**src/rtl/core/mse_pkg.sv**
```systemverilog
// Shared types, opcodes and constants for the MIPS-subset execute block.
package mse_pkg;

    localparam int XLEN          = 32;
    localparam int IDX_W         = 5;
    localparam int PLEN_W        = 17;
    localparam int STAT_W        = 2;
    localparam int IMM_W         = 16;
    localparam int REG_COUNT_DEF = 32;
    localparam int DEC_DEPTH_DEF = 2;
    localparam int RES_DEPTH_DEF = 2;

    localparam logic [5:0] OP_SPECIAL = 6'd0;
    localparam logic [5:0] OP_BEQ     = 6'd4;
    localparam logic [5:0] OP_BNE     = 6'd5;
    localparam logic [5:0] OP_ADDI    = 6'd8;

    localparam logic [5:0] FN_SLL = 6'd0;
    localparam logic [5:0] FN_SRL = 6'd2;
    localparam logic [5:0] FN_SRA = 6'd3;
    localparam logic [5:0] FN_ADD = 6'd32;
    localparam logic [5:0] FN_AND = 6'd36;
    localparam logic [5:0] FN_OR  = 6'd37;
    localparam logic [5:0] FN_SLT = 6'd42;

    localparam logic [STAT_W-1:0] ST_DONE    = 2'd0;
    localparam logic [STAT_W-1:0] ST_UNKNOWN = 2'd1;
    localparam logic [STAT_W-1:0] ST_NO_MORE = 2'd2;

    localparam logic REQ_EXEC = 1'b0;
    localparam logic REQ_READ = 1'b1;

    typedef enum logic [3:0] {
        K_READ, K_ADD, K_AND, K_OR, K_SLL, K_SRL, K_SRA, K_SLT,
        K_ADDI, K_BEQ, K_BNE, K_UNK
    } t_kind;

    typedef struct packed {
        t_kind            kind;
        logic [IDX_W-1:0] ra;
        logic [IDX_W-1:0] rb;
        logic [IDX_W-1:0] dest;
        logic [IDX_W-1:0] sa;
        logic [IMM_W-1:0] imm;
    } t_dec;

    typedef struct packed {
        logic [STAT_W-1:0] status;
        logic [XLEN-1:0]   next_pc;
        logic              wrote_reg;
        logic [IDX_W-1:0]  write_index;
        logic [XLEN-1:0]   write_value;
        logic              branch_taken;
        logic [XLEN-1:0]   read_value;
    } t_res;

    typedef struct packed {
        logic push;
        logic pop;
    } t_qctl;

    typedef struct packed {
        logic full;
        logic empty;
    } t_qsts;

endpackage

```
**src/rtl/core/mips_subset_execute_step.sv**
```systemverilog
// Top level of the MIPS-subset execute block: front decode, op queue, back end.
//
// Input channel: a transaction is taken when push is high and full is low.
// req_type selects execute (instruction at the current pc) or a register read.
// Result channel: while empty is low the oldest result sits on the o_ ports;
// it leaves on an edge with pop high. One result per input transaction,
// in order.
// Configuration: i_cfg_we writes i_cfg_wdata into program_length; write only
// while no transaction is in flight.
// Path: decode queue, register read stage, then execute into the result queue.
// Throughput: one transaction per cycle unless the result queue is full; the
// register file is read in the read stage and written at execute, with a
// bypass from the retiring write.
// Reset (synchronous, active low) clears the pc, program_length, register
// valid bits (all registers read zero) and both queues.
// When pop stays low the result queue fills, execute stalls, the decode queue
// fills and full rises; nothing is dropped.
module mips_subset_execute_step #(
    parameter int REG_COUNT = mse_pkg::REG_COUNT_DEF,
    parameter int DEC_DEPTH = mse_pkg::DEC_DEPTH_DEF,
    parameter int RES_DEPTH = mse_pkg::RES_DEPTH_DEF
) (
    input  logic                         i_clk,
    input  logic                         i_rst_n,
    input  logic                         i_cfg_we,
    input  logic [mse_pkg::PLEN_W-1:0]   i_cfg_wdata,
    input  logic                         push,
    output logic                         full,
    input  logic                         i_req_type,
    input  logic [mse_pkg::XLEN-1:0]     i_instr_word,
    input  logic [mse_pkg::IDX_W-1:0]    i_reg_index,
    output logic                         empty,
    input  logic                         pop,
    output logic [mse_pkg::STAT_W-1:0]   o_status,
    output logic [mse_pkg::XLEN-1:0]     o_next_pc,
    output logic                         o_wrote_reg,
    output logic [mse_pkg::IDX_W-1:0]    o_write_index,
    output logic [mse_pkg::XLEN-1:0]     o_write_value,
    output logic                         o_branch_taken,
    output logic [mse_pkg::XLEN-1:0]     o_read_value
);
    import mse_pkg::*;

    t_qctl dq_ctl;
    t_qsts dq_sts;
    t_dec  dq_wdata;
    t_dec  dq_head;
    t_res  res;

    mse_front u_front (
        .i_push       (push),
        .i_req_type   (i_req_type),
        .i_instr_word (i_instr_word),
        .i_reg_index  (i_reg_index),
        .i_dq_sts     (dq_sts),
        .o_full       (full),
        .o_dq_push    (dq_ctl.push),
        .o_dq_data    (dq_wdata)
    );

    mse_queue #(
        .t_item (t_dec),
        .DEPTH  (DEC_DEPTH)
    ) u_dec_q (
        .i_clk   (i_clk),
        .i_rst_n (i_rst_n),
        .i_ctl   (dq_ctl),
        .i_wdata (dq_wdata),
        .o_sts   (dq_sts),
        .o_rdata (dq_head)
    );

    mse_back #(
        .REG_COUNT (REG_COUNT),
        .RES_DEPTH (RES_DEPTH)
    ) u_back (
        .i_clk       (i_clk),
        .i_rst_n     (i_rst_n),
        .i_cfg_we    (i_cfg_we),
        .i_cfg_wdata (i_cfg_wdata),
        .i_dq_sts    (dq_sts),
        .i_dq_head   (dq_head),
        .o_dq_pop    (dq_ctl.pop),
        .i_pop       (pop),
        .o_empty     (empty),
        .o_res       (res)
    );

    assign o_status       = res.status;
    assign o_next_pc      = res.next_pc;
    assign o_wrote_reg    = res.wrote_reg;
    assign o_write_index  = res.write_index;
    assign o_write_value  = res.write_value;
    assign o_branch_taken = res.branch_taken;
    assign o_read_value   = res.read_value;

    a_reset_clears: assert property (@(posedge i_clk)
        !i_rst_n |=> empty && !full)
        else $error("queues not empty after reset");

    a_no_write_r0: assert property (@(posedge i_clk) disable iff (!i_rst_n)
        !empty && o_wrote_reg |-> o_write_index != '0 && o_status == ST_DONE)
        else $error("bad register write report");

    a_refused_quiet: assert property (@(posedge i_clk) disable iff (!i_rst_n)
        !empty && o_status != ST_DONE |-> !o_wrote_reg && !o_branch_taken
            && o_read_value == '0)
        else $error("refused or unknown transaction has side effects");

    a_branch_no_write: assert property (@(posedge i_clk) disable iff (!i_rst_n)
        !empty && o_branch_taken |-> !o_wrote_reg)
        else $error("branch reported a register write");

endmodule

```
**src/rtl/core/mse_queue.sv**
```systemverilog
// Small synchronous FIFO of any item type.
module mse_queue #(
    parameter type t_item = logic,
    parameter int  DEPTH  = 2
) (
    input  logic          i_clk,
    input  logic          i_rst_n,
    input  mse_pkg::t_qctl i_ctl,
    input  t_item         i_wdata,
    output mse_pkg::t_qsts o_sts,
    output t_item         o_rdata
);
    import mse_pkg::*;

    localparam int PTR_W = (DEPTH > 1) ? $clog2(DEPTH) : 1;
    localparam int CNT_W = $clog2(DEPTH + 1);

    t_item            r_mem [DEPTH];
    logic [PTR_W-1:0] r_wptr, n_wptr;
    logic [PTR_W-1:0] r_rptr, n_rptr;
    logic [CNT_W-1:0] r_cnt, n_cnt;
    logic             full, empty, wr_ok, rd_ok;

    assign full  = (r_cnt == CNT_W'(DEPTH));
    assign empty = (r_cnt == '0);
    assign wr_ok = i_ctl.push && !full;
    assign rd_ok = i_ctl.pop && !empty;

    always_comb begin
        n_wptr = r_wptr;
        n_rptr = r_rptr;
        n_cnt  = r_cnt;
        if (wr_ok) begin
            n_wptr = (r_wptr == PTR_W'(DEPTH - 1)) ? '0 : r_wptr + PTR_W'(1);
        end
        if (rd_ok) begin
            n_rptr = (r_rptr == PTR_W'(DEPTH - 1)) ? '0 : r_rptr + PTR_W'(1);
        end
        if (wr_ok && !rd_ok) begin
            n_cnt = r_cnt + CNT_W'(1);
        end else if (rd_ok && !wr_ok) begin
            n_cnt = r_cnt - CNT_W'(1);
        end
    end

    always_ff @(posedge i_clk) begin
        if (!i_rst_n) begin
            r_wptr <= '0;
            r_rptr <= '0;
            r_cnt  <= '0;
        end else begin
            r_wptr <= n_wptr;
            r_rptr <= n_rptr;
            r_cnt  <= n_cnt;
        end
    end

    always_ff @(posedge i_clk) begin
        if (wr_ok) begin
            r_mem[r_wptr] <= i_wdata;
        end
    end

    assign o_sts.full  = full;
    assign o_sts.empty = empty;
    assign o_rdata     = r_mem[r_rptr];

endmodule

```
**src/rtl/core/mse_front.sv**
```systemverilog
// Front end: accepts requests and decodes them into operation records.
module mse_front (
    input  logic                       i_push,
    input  logic                       i_req_type,
    input  logic [mse_pkg::XLEN-1:0]   i_instr_word,
    input  logic [mse_pkg::IDX_W-1:0]  i_reg_index,
    input  mse_pkg::t_qsts             i_dq_sts,
    output logic                       o_full,
    output logic                       o_dq_push,
    output mse_pkg::t_dec              o_dq_data
);
    import mse_pkg::*;

    logic [5:0] op;
    logic [5:0] fn;

    assign op = i_instr_word[31:26];
    assign fn = i_instr_word[5:0];

    always_comb begin
        o_dq_data.ra   = i_instr_word[25:21];
        o_dq_data.rb   = i_instr_word[20:16];
        o_dq_data.dest = i_instr_word[15:11];
        o_dq_data.sa   = i_instr_word[10:6];
        o_dq_data.imm  = i_instr_word[15:0];
        o_dq_data.kind = K_UNK;
        if (i_req_type == REQ_READ) begin
            o_dq_data.kind = K_READ;
            o_dq_data.ra   = i_reg_index;
        end else begin
            case (op)
                OP_SPECIAL: begin
                    case (fn)
                        FN_ADD:  o_dq_data.kind = K_ADD;
                        FN_AND:  o_dq_data.kind = K_AND;
                        FN_OR:   o_dq_data.kind = K_OR;
                        FN_SLL:  o_dq_data.kind = K_SLL;
                        FN_SRL:  o_dq_data.kind = K_SRL;
                        FN_SRA:  o_dq_data.kind = K_SRA;
                        FN_SLT:  o_dq_data.kind = K_SLT;
                        default: o_dq_data.kind = K_UNK;
                    endcase
                end
                OP_ADDI: begin
                    o_dq_data.kind = K_ADDI;
                    o_dq_data.dest = i_instr_word[20:16];
                end
                OP_BEQ:  o_dq_data.kind = K_BEQ;
                OP_BNE:  o_dq_data.kind = K_BNE;
                default: o_dq_data.kind = K_UNK;
            endcase
        end
    end

    assign o_full    = i_dq_sts.full;
    assign o_dq_push = i_push && !i_dq_sts.full;

endmodule

```
**src/rtl/core/mse_back.sv**
```systemverilog
// Back end: register read stage, execute/writeback, pc and result queue.
module mse_back #(
    parameter int REG_COUNT = mse_pkg::REG_COUNT_DEF,
    parameter int RES_DEPTH = mse_pkg::RES_DEPTH_DEF
) (
    input  logic                        i_clk,
    input  logic                        i_rst_n,
    input  logic                        i_cfg_we,
    input  logic [mse_pkg::PLEN_W-1:0]  i_cfg_wdata,
    input  mse_pkg::t_qsts              i_dq_sts,
    input  mse_pkg::t_dec               i_dq_head,
    output logic                        o_dq_pop,
    input  logic                        i_pop,
    output logic                        o_empty,
    output mse_pkg::t_res               o_res
);
    import mse_pkg::*;

    logic [XLEN-1:0]      r_mem [REG_COUNT];
    logic [REG_COUNT-1:0] r_vld;
    logic [XLEN-1:0]      r_pc;
    logic [PLEN_W-1:0]    r_plen;

    logic                 r_s1_vld;
    t_dec                 r_s1;
    logic [XLEN-1:0]      r_rdat_a, r_rdat_b;
    logic                 r_vld_a, r_vld_b;
    logic                 r_byp_a, r_byp_b;
    logic [XLEN-1:0]      r_byp_val;

    t_qsts                rq_sts;
    t_qctl                rq_ctl;
    t_res                 res;
    logic                 fire, s1_load, do_write, past_end, wr_en;
    logic [IDX_W-1:0]     wr_idx;
    logic [XLEN-1:0]      wr_val, opa, opb, imm_ext, pc_plus4, br_tgt;

    assign fire     = r_s1_vld && !rq_sts.full;
    assign s1_load  = !i_dq_sts.empty && (!r_s1_vld || fire);
    assign o_dq_pop = s1_load;

    assign opa = r_byp_a ? r_byp_val : (r_vld_a ? r_rdat_a : '0);
    assign opb = r_byp_b ? r_byp_val : (r_vld_b ? r_rdat_b : '0);

    assign imm_ext  = {{(XLEN - IMM_W){r_s1.imm[IMM_W-1]}}, r_s1.imm};
    assign pc_plus4 = r_pc + XLEN'(4);
    assign br_tgt   = pc_plus4 + {imm_ext[XLEN-3:0], 2'b00};
    assign past_end = (r_pc[XLEN-1:2] >= (XLEN-2)'(r_plen));

    always_comb begin
        res      = '0;
        res.status  = ST_DONE;
        res.next_pc = r_pc;
        do_write = 1'b0;
        wr_val   = '0;
        if (r_s1.kind == K_READ) begin
            res.read_value = opa;
        end else if (past_end) begin
            res.status = ST_NO_MORE;
        end else begin
            res.next_pc = pc_plus4;
            case (r_s1.kind)
                K_ADD: begin
                    do_write = 1'b1;
                    wr_val   = opa + opb;
                end
                K_AND: begin
                    do_write = 1'b1;
                    wr_val   = opa & opb;
                end
                K_OR: begin
                    do_write = 1'b1;
                    wr_val   = opa | opb;
                end
                K_SLL: begin
                    do_write = 1'b1;
                    wr_val   = opb << r_s1.sa;
                end
                K_SRL: begin
                    do_write = 1'b1;
                    wr_val   = opb >> r_s1.sa;
                end
                K_SRA: begin
                    do_write = 1'b1;
                    wr_val   = $signed(opb) >>> r_s1.sa;
                end
                K_SLT: begin
                    do_write = 1'b1;
                    wr_val   = XLEN'($signed(opa) < $signed(opb));
                end
                K_ADDI: begin
                    do_write = 1'b1;
                    wr_val   = opa + imm_ext;
                end
                K_BEQ, K_BNE: begin
                    if ((r_s1.kind == K_BEQ) == (opa == opb)) begin
                        res.branch_taken = 1'b1;
                        res.next_pc      = br_tgt;
                    end
                end
                default: res.status = ST_UNKNOWN;
            endcase
            if (do_write && (r_s1.dest != '0)) begin
                res.wrote_reg   = 1'b1;
                res.write_index = r_s1.dest;
                res.write_value = wr_val;
            end
        end
    end

    assign wr_en  = fire && res.wrote_reg;
    assign wr_idx = res.write_index;

    always_ff @(posedge i_clk) begin
        if (!i_rst_n) begin
            r_s1_vld <= 1'b0;
            r_vld    <= '0;
            r_pc     <= '0;
            r_plen   <= '0;
        end else begin
            if (s1_load) begin
                r_s1_vld <= 1'b1;
            end else if (fire) begin
                r_s1_vld <= 1'b0;
            end
            if (wr_en) begin
                r_vld[wr_idx] <= 1'b1;
            end
            if (fire) begin
                r_pc <= res.next_pc;
            end
            if (i_cfg_we) begin
                r_plen <= i_cfg_wdata;
            end
        end
    end

    always_ff @(posedge i_clk) begin
        if (wr_en) begin
            r_mem[wr_idx] <= res.write_value;
        end
        if (s1_load) begin
            r_rdat_a <= r_mem[i_dq_head.ra];
            r_rdat_b <= r_mem[i_dq_head.rb];
        end
    end

    // operand bypass for a write retiring in the same cycle as the read
    always_ff @(posedge i_clk) begin
        if (s1_load) begin
            r_s1      <= i_dq_head;
            r_vld_a   <= r_vld[i_dq_head.ra];
            r_vld_b   <= r_vld[i_dq_head.rb];
            r_byp_a   <= wr_en && (wr_idx == i_dq_head.ra);
            r_byp_b   <= wr_en && (wr_idx == i_dq_head.rb);
            r_byp_val <= res.write_value;
        end
    end

    assign rq_ctl.push = fire;
    assign rq_ctl.pop  = i_pop;

    mse_queue #(
        .t_item (t_res),
        .DEPTH  (RES_DEPTH)
    ) u_res_q (
        .i_clk   (i_clk),
        .i_rst_n (i_rst_n),
        .i_ctl   (rq_ctl),
        .i_wdata (res),
        .o_sts   (rq_sts),
        .o_rdata (o_res)
    );

    assign o_empty = rq_sts.empty;

endmodule
```
**config.mk**
```make
export PLATFORM = sky130hd
export DESIGN_NAME = mips_subset_execute_step
export DESIGN_NICKNAME = d
export VERILOG_FILES = /design/src/rtl/core/mse_pkg.sv /design/src/rtl/core/mips_subset_execute_step.sv /design/src/rtl/core/mse_queue.sv /design/src/rtl/core/mse_front.sv /design/src/rtl/core/mse_back.sv
export SDC_FILE = /design/constraint.sdc
export NUM_CORES = 2
export LEC_CHECK = 0
export ABC_AREA = 1
export BUFFER_PORTS_ARGS = -buffer_cell sky130_fd_sc_hd__buf_2
export CORE_UTILIZATION = 40
export DETAILED_ROUTE_END_ITERATION = 8
export HOLD_SLACK_MARGIN = 0.08
export PLACE_DENSITY = 0.53
export SETUP_SLACK_MARGIN = 0.02
export SLEW_MARGIN = 10
export SYNTH_ARGS = -nofsm -noshare
export SYNTH_HDL_FRONTEND = slang
export SYNTH_SLANG_ARGS = --single-unit
```
**constraint.sdc**
```tcl
create_clock -name i_clk -period 7.4 [get_ports i_clk]
set_input_delay 1.11 -clock i_clk [delete_from_list [all_inputs] [get_ports i_clk]]
set_output_delay 1.11 -clock i_clk [all_outputs]
set_load 0.02 [all_outputs]
```
==> results.md <==
Synthesis
* **largest area contributor in the synthesized netlist** edfxtp_1
* **synthesized area divided by synthesized cell count** 9.36 sq um
* **Synth Register Bits** 1515
* **post-synthesis instance total** 8562
* **cell with the most instances after synthesis** nor2_1
* **leading cell types by total area after synthesis** edfxtp_1 (53%), o21ai_0 (7.8%), nor2_1 (6.9%)
* **number of enable-type register cells in the synthesized netlist** 1425
* **count of different cell masters after synthesis** 56
* **top cell type's share of synthesized area** 53.4%
* **sequential-to-total area share from yosys stat** 55.6%
* **number of warnings issued by yosys** 0
* **most used flip-flop cell after synthesis** edfxtp_1
* **list of most frequent post-synthesis cells** nor2_1 (1471), edfxtp_1 (1425), o21ai_0 (1247), nand2_1 (1038), nand3_1 (814)
* **asr flop ratio synth** 0%
* **synthesized area** 80100 sq um

Worst setup path
* **biggest fanout along the worst timing path** 35
* **library cell appearing most often on the critical path** nand2_1
* **CP Launch Type** flip-flop
* **register-to-register path setup slack** 1740 ps
* **endpoint kind of the worst setup timing path** flip-flop
* **delay of the slowest cell on the worst path** 870 ps
* **worst-path cell with the longest stage delay** inv_1
* **crit path DAT** 6090 ps
* **critical path, cell by cell** nor2_4 -> nand2_1 -> nand2_1 -> inv_1 -> o21ai_0 -> ha_1 -> inv_1 -> fa_1 -> inv_1 -> nand3_1 -> nand2_1 -> nand2_1 -> nand2_1 -> nand2_1 -> nand2_1 -> nand3b_1 -> nand3b_1 -> nand3_1 -> nand3_1 -> nand2_1 -> inv_1
* **required time reported for the critical path endpoint** 7830 ps
* **category of the most critical setup path** reg2reg

Floorplanning
* **placeable core region** 198000 sq um
* **Initial Utilization** 40.4%
* **die height** 450 um
* **number of top-level pins** 167
* **area of the die** 202000 sq um
* **number of cell rows** 163
* **Horiz. Die Dim** 450 um

Clock tree
* **CTS buffer count** 166
* **H-tree lvl count** 4
* **buffer depth of the longest clock path** 3
* **number of buffers inserted by post-CTS setup repair** 0
* **number of sinks handled by clock tree synthesis** 1515
* **library cell used as clock root buffer** clkbuf_16
* **clock tree from TritonCTS** yes
* **later-pin clock latency in the skew report** 840 ps
* **clock-pin slew reported for the worst setup and hold paths after clock tree synthesis** 70 ps
* **Post-CTS Resized** 0
* **Post-CTS Hold Fix Bufs** 0

Routing
* **WL per Instance** 28.1 um
* **Via-to-Cell Ratio** 6.20
* **number of vias in the routed layout** 69900
* **count of TritonRoute iterations in the first routing pass** 9
* **DRC marker count from the first detailed-route iteration** 9859
* **DRC violation count after routing** 0
* **drt total wl** 318000 um
* **antenna viol nets, final** 0

Timing
* **fin crit period** 5660 ps
* **final critical-path setup slack** 1740 ps
* **maximum clock frequency** 177 MHz
* **hold violation total from the final report** 0
* **worst relative slew slack** 15.4%
* **RSZ-0062 raised after global routing** false
* **Fin Clk Skew** 44.5 ps
* **worst slew pin tran** 1270 ps
* **max-slew violation count** 0
* **setup violation total in the final timing report** 0
* **setup_tns** 0 ps
* **final period utilization** 76.5%

Hold path
* **worst hold path class** reg2reg

GRT
* **pin count of the biggest net entering global routing** 169
* **via count of the first global-routing pass** 66800
* **initial antenna violation count** 19
* **remaining global-route overflow** 0
* **wire length of the first global-routing pass** 456000 um
* **global router's overall resource usage** 30.4%

Layout
* **area taken by flip-flops and latches** 44600 sq um
* **Final Non-Filler Cells** 11300
* **Total Nets Final** 8739
* **relative area change from synthesis to final layout** 11.5%
* **fill count** 18700
* **layout cell share with drive strength beyond 1** 9.46%
* **area used by multi-input combinational logic** 32100 sq um

Placed design
* **gp weighted congestion** 0.996
* **HPWL after DPL** 193000 um
* **port buffer count** 164
* **pre-CTS worst setup slack** 1900 ps
* **placed insts** 11000

Power and ir drop
* **Pwr Density** 461 nW/um^2
* **worst vdd ir** 0.303 mV
* **leakage component of the power** 32.0 nW

Outcome
* **outcome** finished clean

Flow run
* **total of max-cap violations** 0

## registers in the layout, summed over array words and instances, names as in the netlist, named ones only
name / flops
u_back.r_mem: 1024
u_back.r_plen: 17
u_back.u_res_q.r_wptr: 1
u_back.r_byp_b: 1
u_back.r_s1_vld: 1
u_back.r_rdat_a: 32
u_dec_q.r_cnt: 2
u_back.r_vld: 32
u_back.u_res_q.r_rptr: 1
u_back.r_vld_b: 1
u_back.u_res_q.r_mem: 206
u_back.r_s1: 9
u_dec_q.r_rptr: 1
u_dec_q.r_wptr: 1
u_back.r_pc: 30
u_back.r_rdat_b: 32
u_back.imm_ext: 16
u_back.r_vld_a: 1
u_dec_q.r_mem: 70
u_back.r_byp_a: 1
u_back.u_res_q.r_cnt: 2
u_back.r_byp_val: 32
## logic make-up after synthesis
kind of cell             Yosys count  synth area share, %
XOR/XNOR                          39                0.426
AO/OA/AOI/OAI                   2222                 16.6
adder cells (fa/ha/maj)          178                 2.80
AND/OR/NAND/NOR                 3464                 18.0
buffers and inverters           1035                 5.02
multiplexers                     108                 1.52
flip-flops                      1515                 55.6
other                              1              0.00468
## layout by cell type, fill, tap and decap left out, drive strengths merged, types with 3 or more instances in the layout
cell,netlist,layout
clkinvlp,0,5
a31oi,4,4
o31ai,3,3
o211ai,49,49
a21boi,5,5
nand2,1042,1042
edfxtp,1425,1425
inv,435,440
nand4,58,58
a22oi,31,31
ha,176,176
bufinv,0,14
conb,1,34
mux2,108,108
o21ai,1320,1320
nor2,1478,1478
a21oi,190,190
nor4,5,5
buf,149,331
xnor2,3,3
nand3,816,816
o22ai,124,124
clkinv,7,87
dfxtp,90,90
o221ai,406,406
xor2,36,36
nor3,21,21
nand3b,15,15
o21bai,18,18
o2111ai,3,3
o21a,64,64
or2,27,27
clkbuf,444,199
diode,0,9
## critical path: cells and delay by family, from the launching register on
family                   cells  cell delay [ps]
AO/OA/AOI/OAI                1              190
adder cells (fa/ha/maj)      2              710
buffers and inverters        4             1190
flip-flops                   1              610
AND/OR/NAND/NOR             14             2500
## layer usage
layer | vias up | share of wire [%] | track usage (%)
met1 | 34300 | 41 | 41.6
li1 | 30700 | - | -
met5 | - | 0.0041 | 0
met4 | 2 | 5.2 | 15.1
met2 | 4184 | 44 | 46.4
met3 | 798 | 10 | 5.40
## final timing paths
kind | startpoint | to | cells after the start
worst max register to register | u_back.r_byp_b | u_back.r_mem[18][30] | 21
worst max-delay path | u_back.r_byp_b | u_back.r_mem[18][30] | 21
worst min-delay path | u_dec_q.r_rptr | flip-flop | 1
worst min register to register | u_dec_q.r_rptr | flip-flop | 1
## cell type report
| type | instances | area share, % |
|---|---|---|
| inverter | 442 | 1.91 |
| clock inverter | 104 | 1.14 |
| tap | 2640 | 3.70 |
| sequential | 1515 | 49.9 |
| clock buffer | 199 | 4.83 |
| timing repair buffer | 331 | 2.57 |
| antenna | 9 | 0.0252 |
| multi-input combinational | 6045 | 35.9 |
## through the flow
stage	power [mW]	util, %	hold WS [ps]	area (sq um)
after floorplan	24.6	-	414	80300
after detailed placement	32.5	42.4	433	84000
after global placement	32.5	42.4	428	84000
final	41.2	45.1	440	89400
after CTS	40.8	45.1	418	89300
after global routing	43.2	45.1	446	89300
## power breakdown
part | total, mW | switching, mW | internal [mW] | leakage (nW)
clock | 8.24 | 3.56 | 4.67 | 2.59
sequential | 11.7 | 0.681 | 11.0 | 13.6
combinational | 21.3 | 15.8 | 5.46 | 15.8
total | 41.2 | 20.0 | 21.2 | 32.0
No activity file was read; power rests on OpenSTA's default activity.
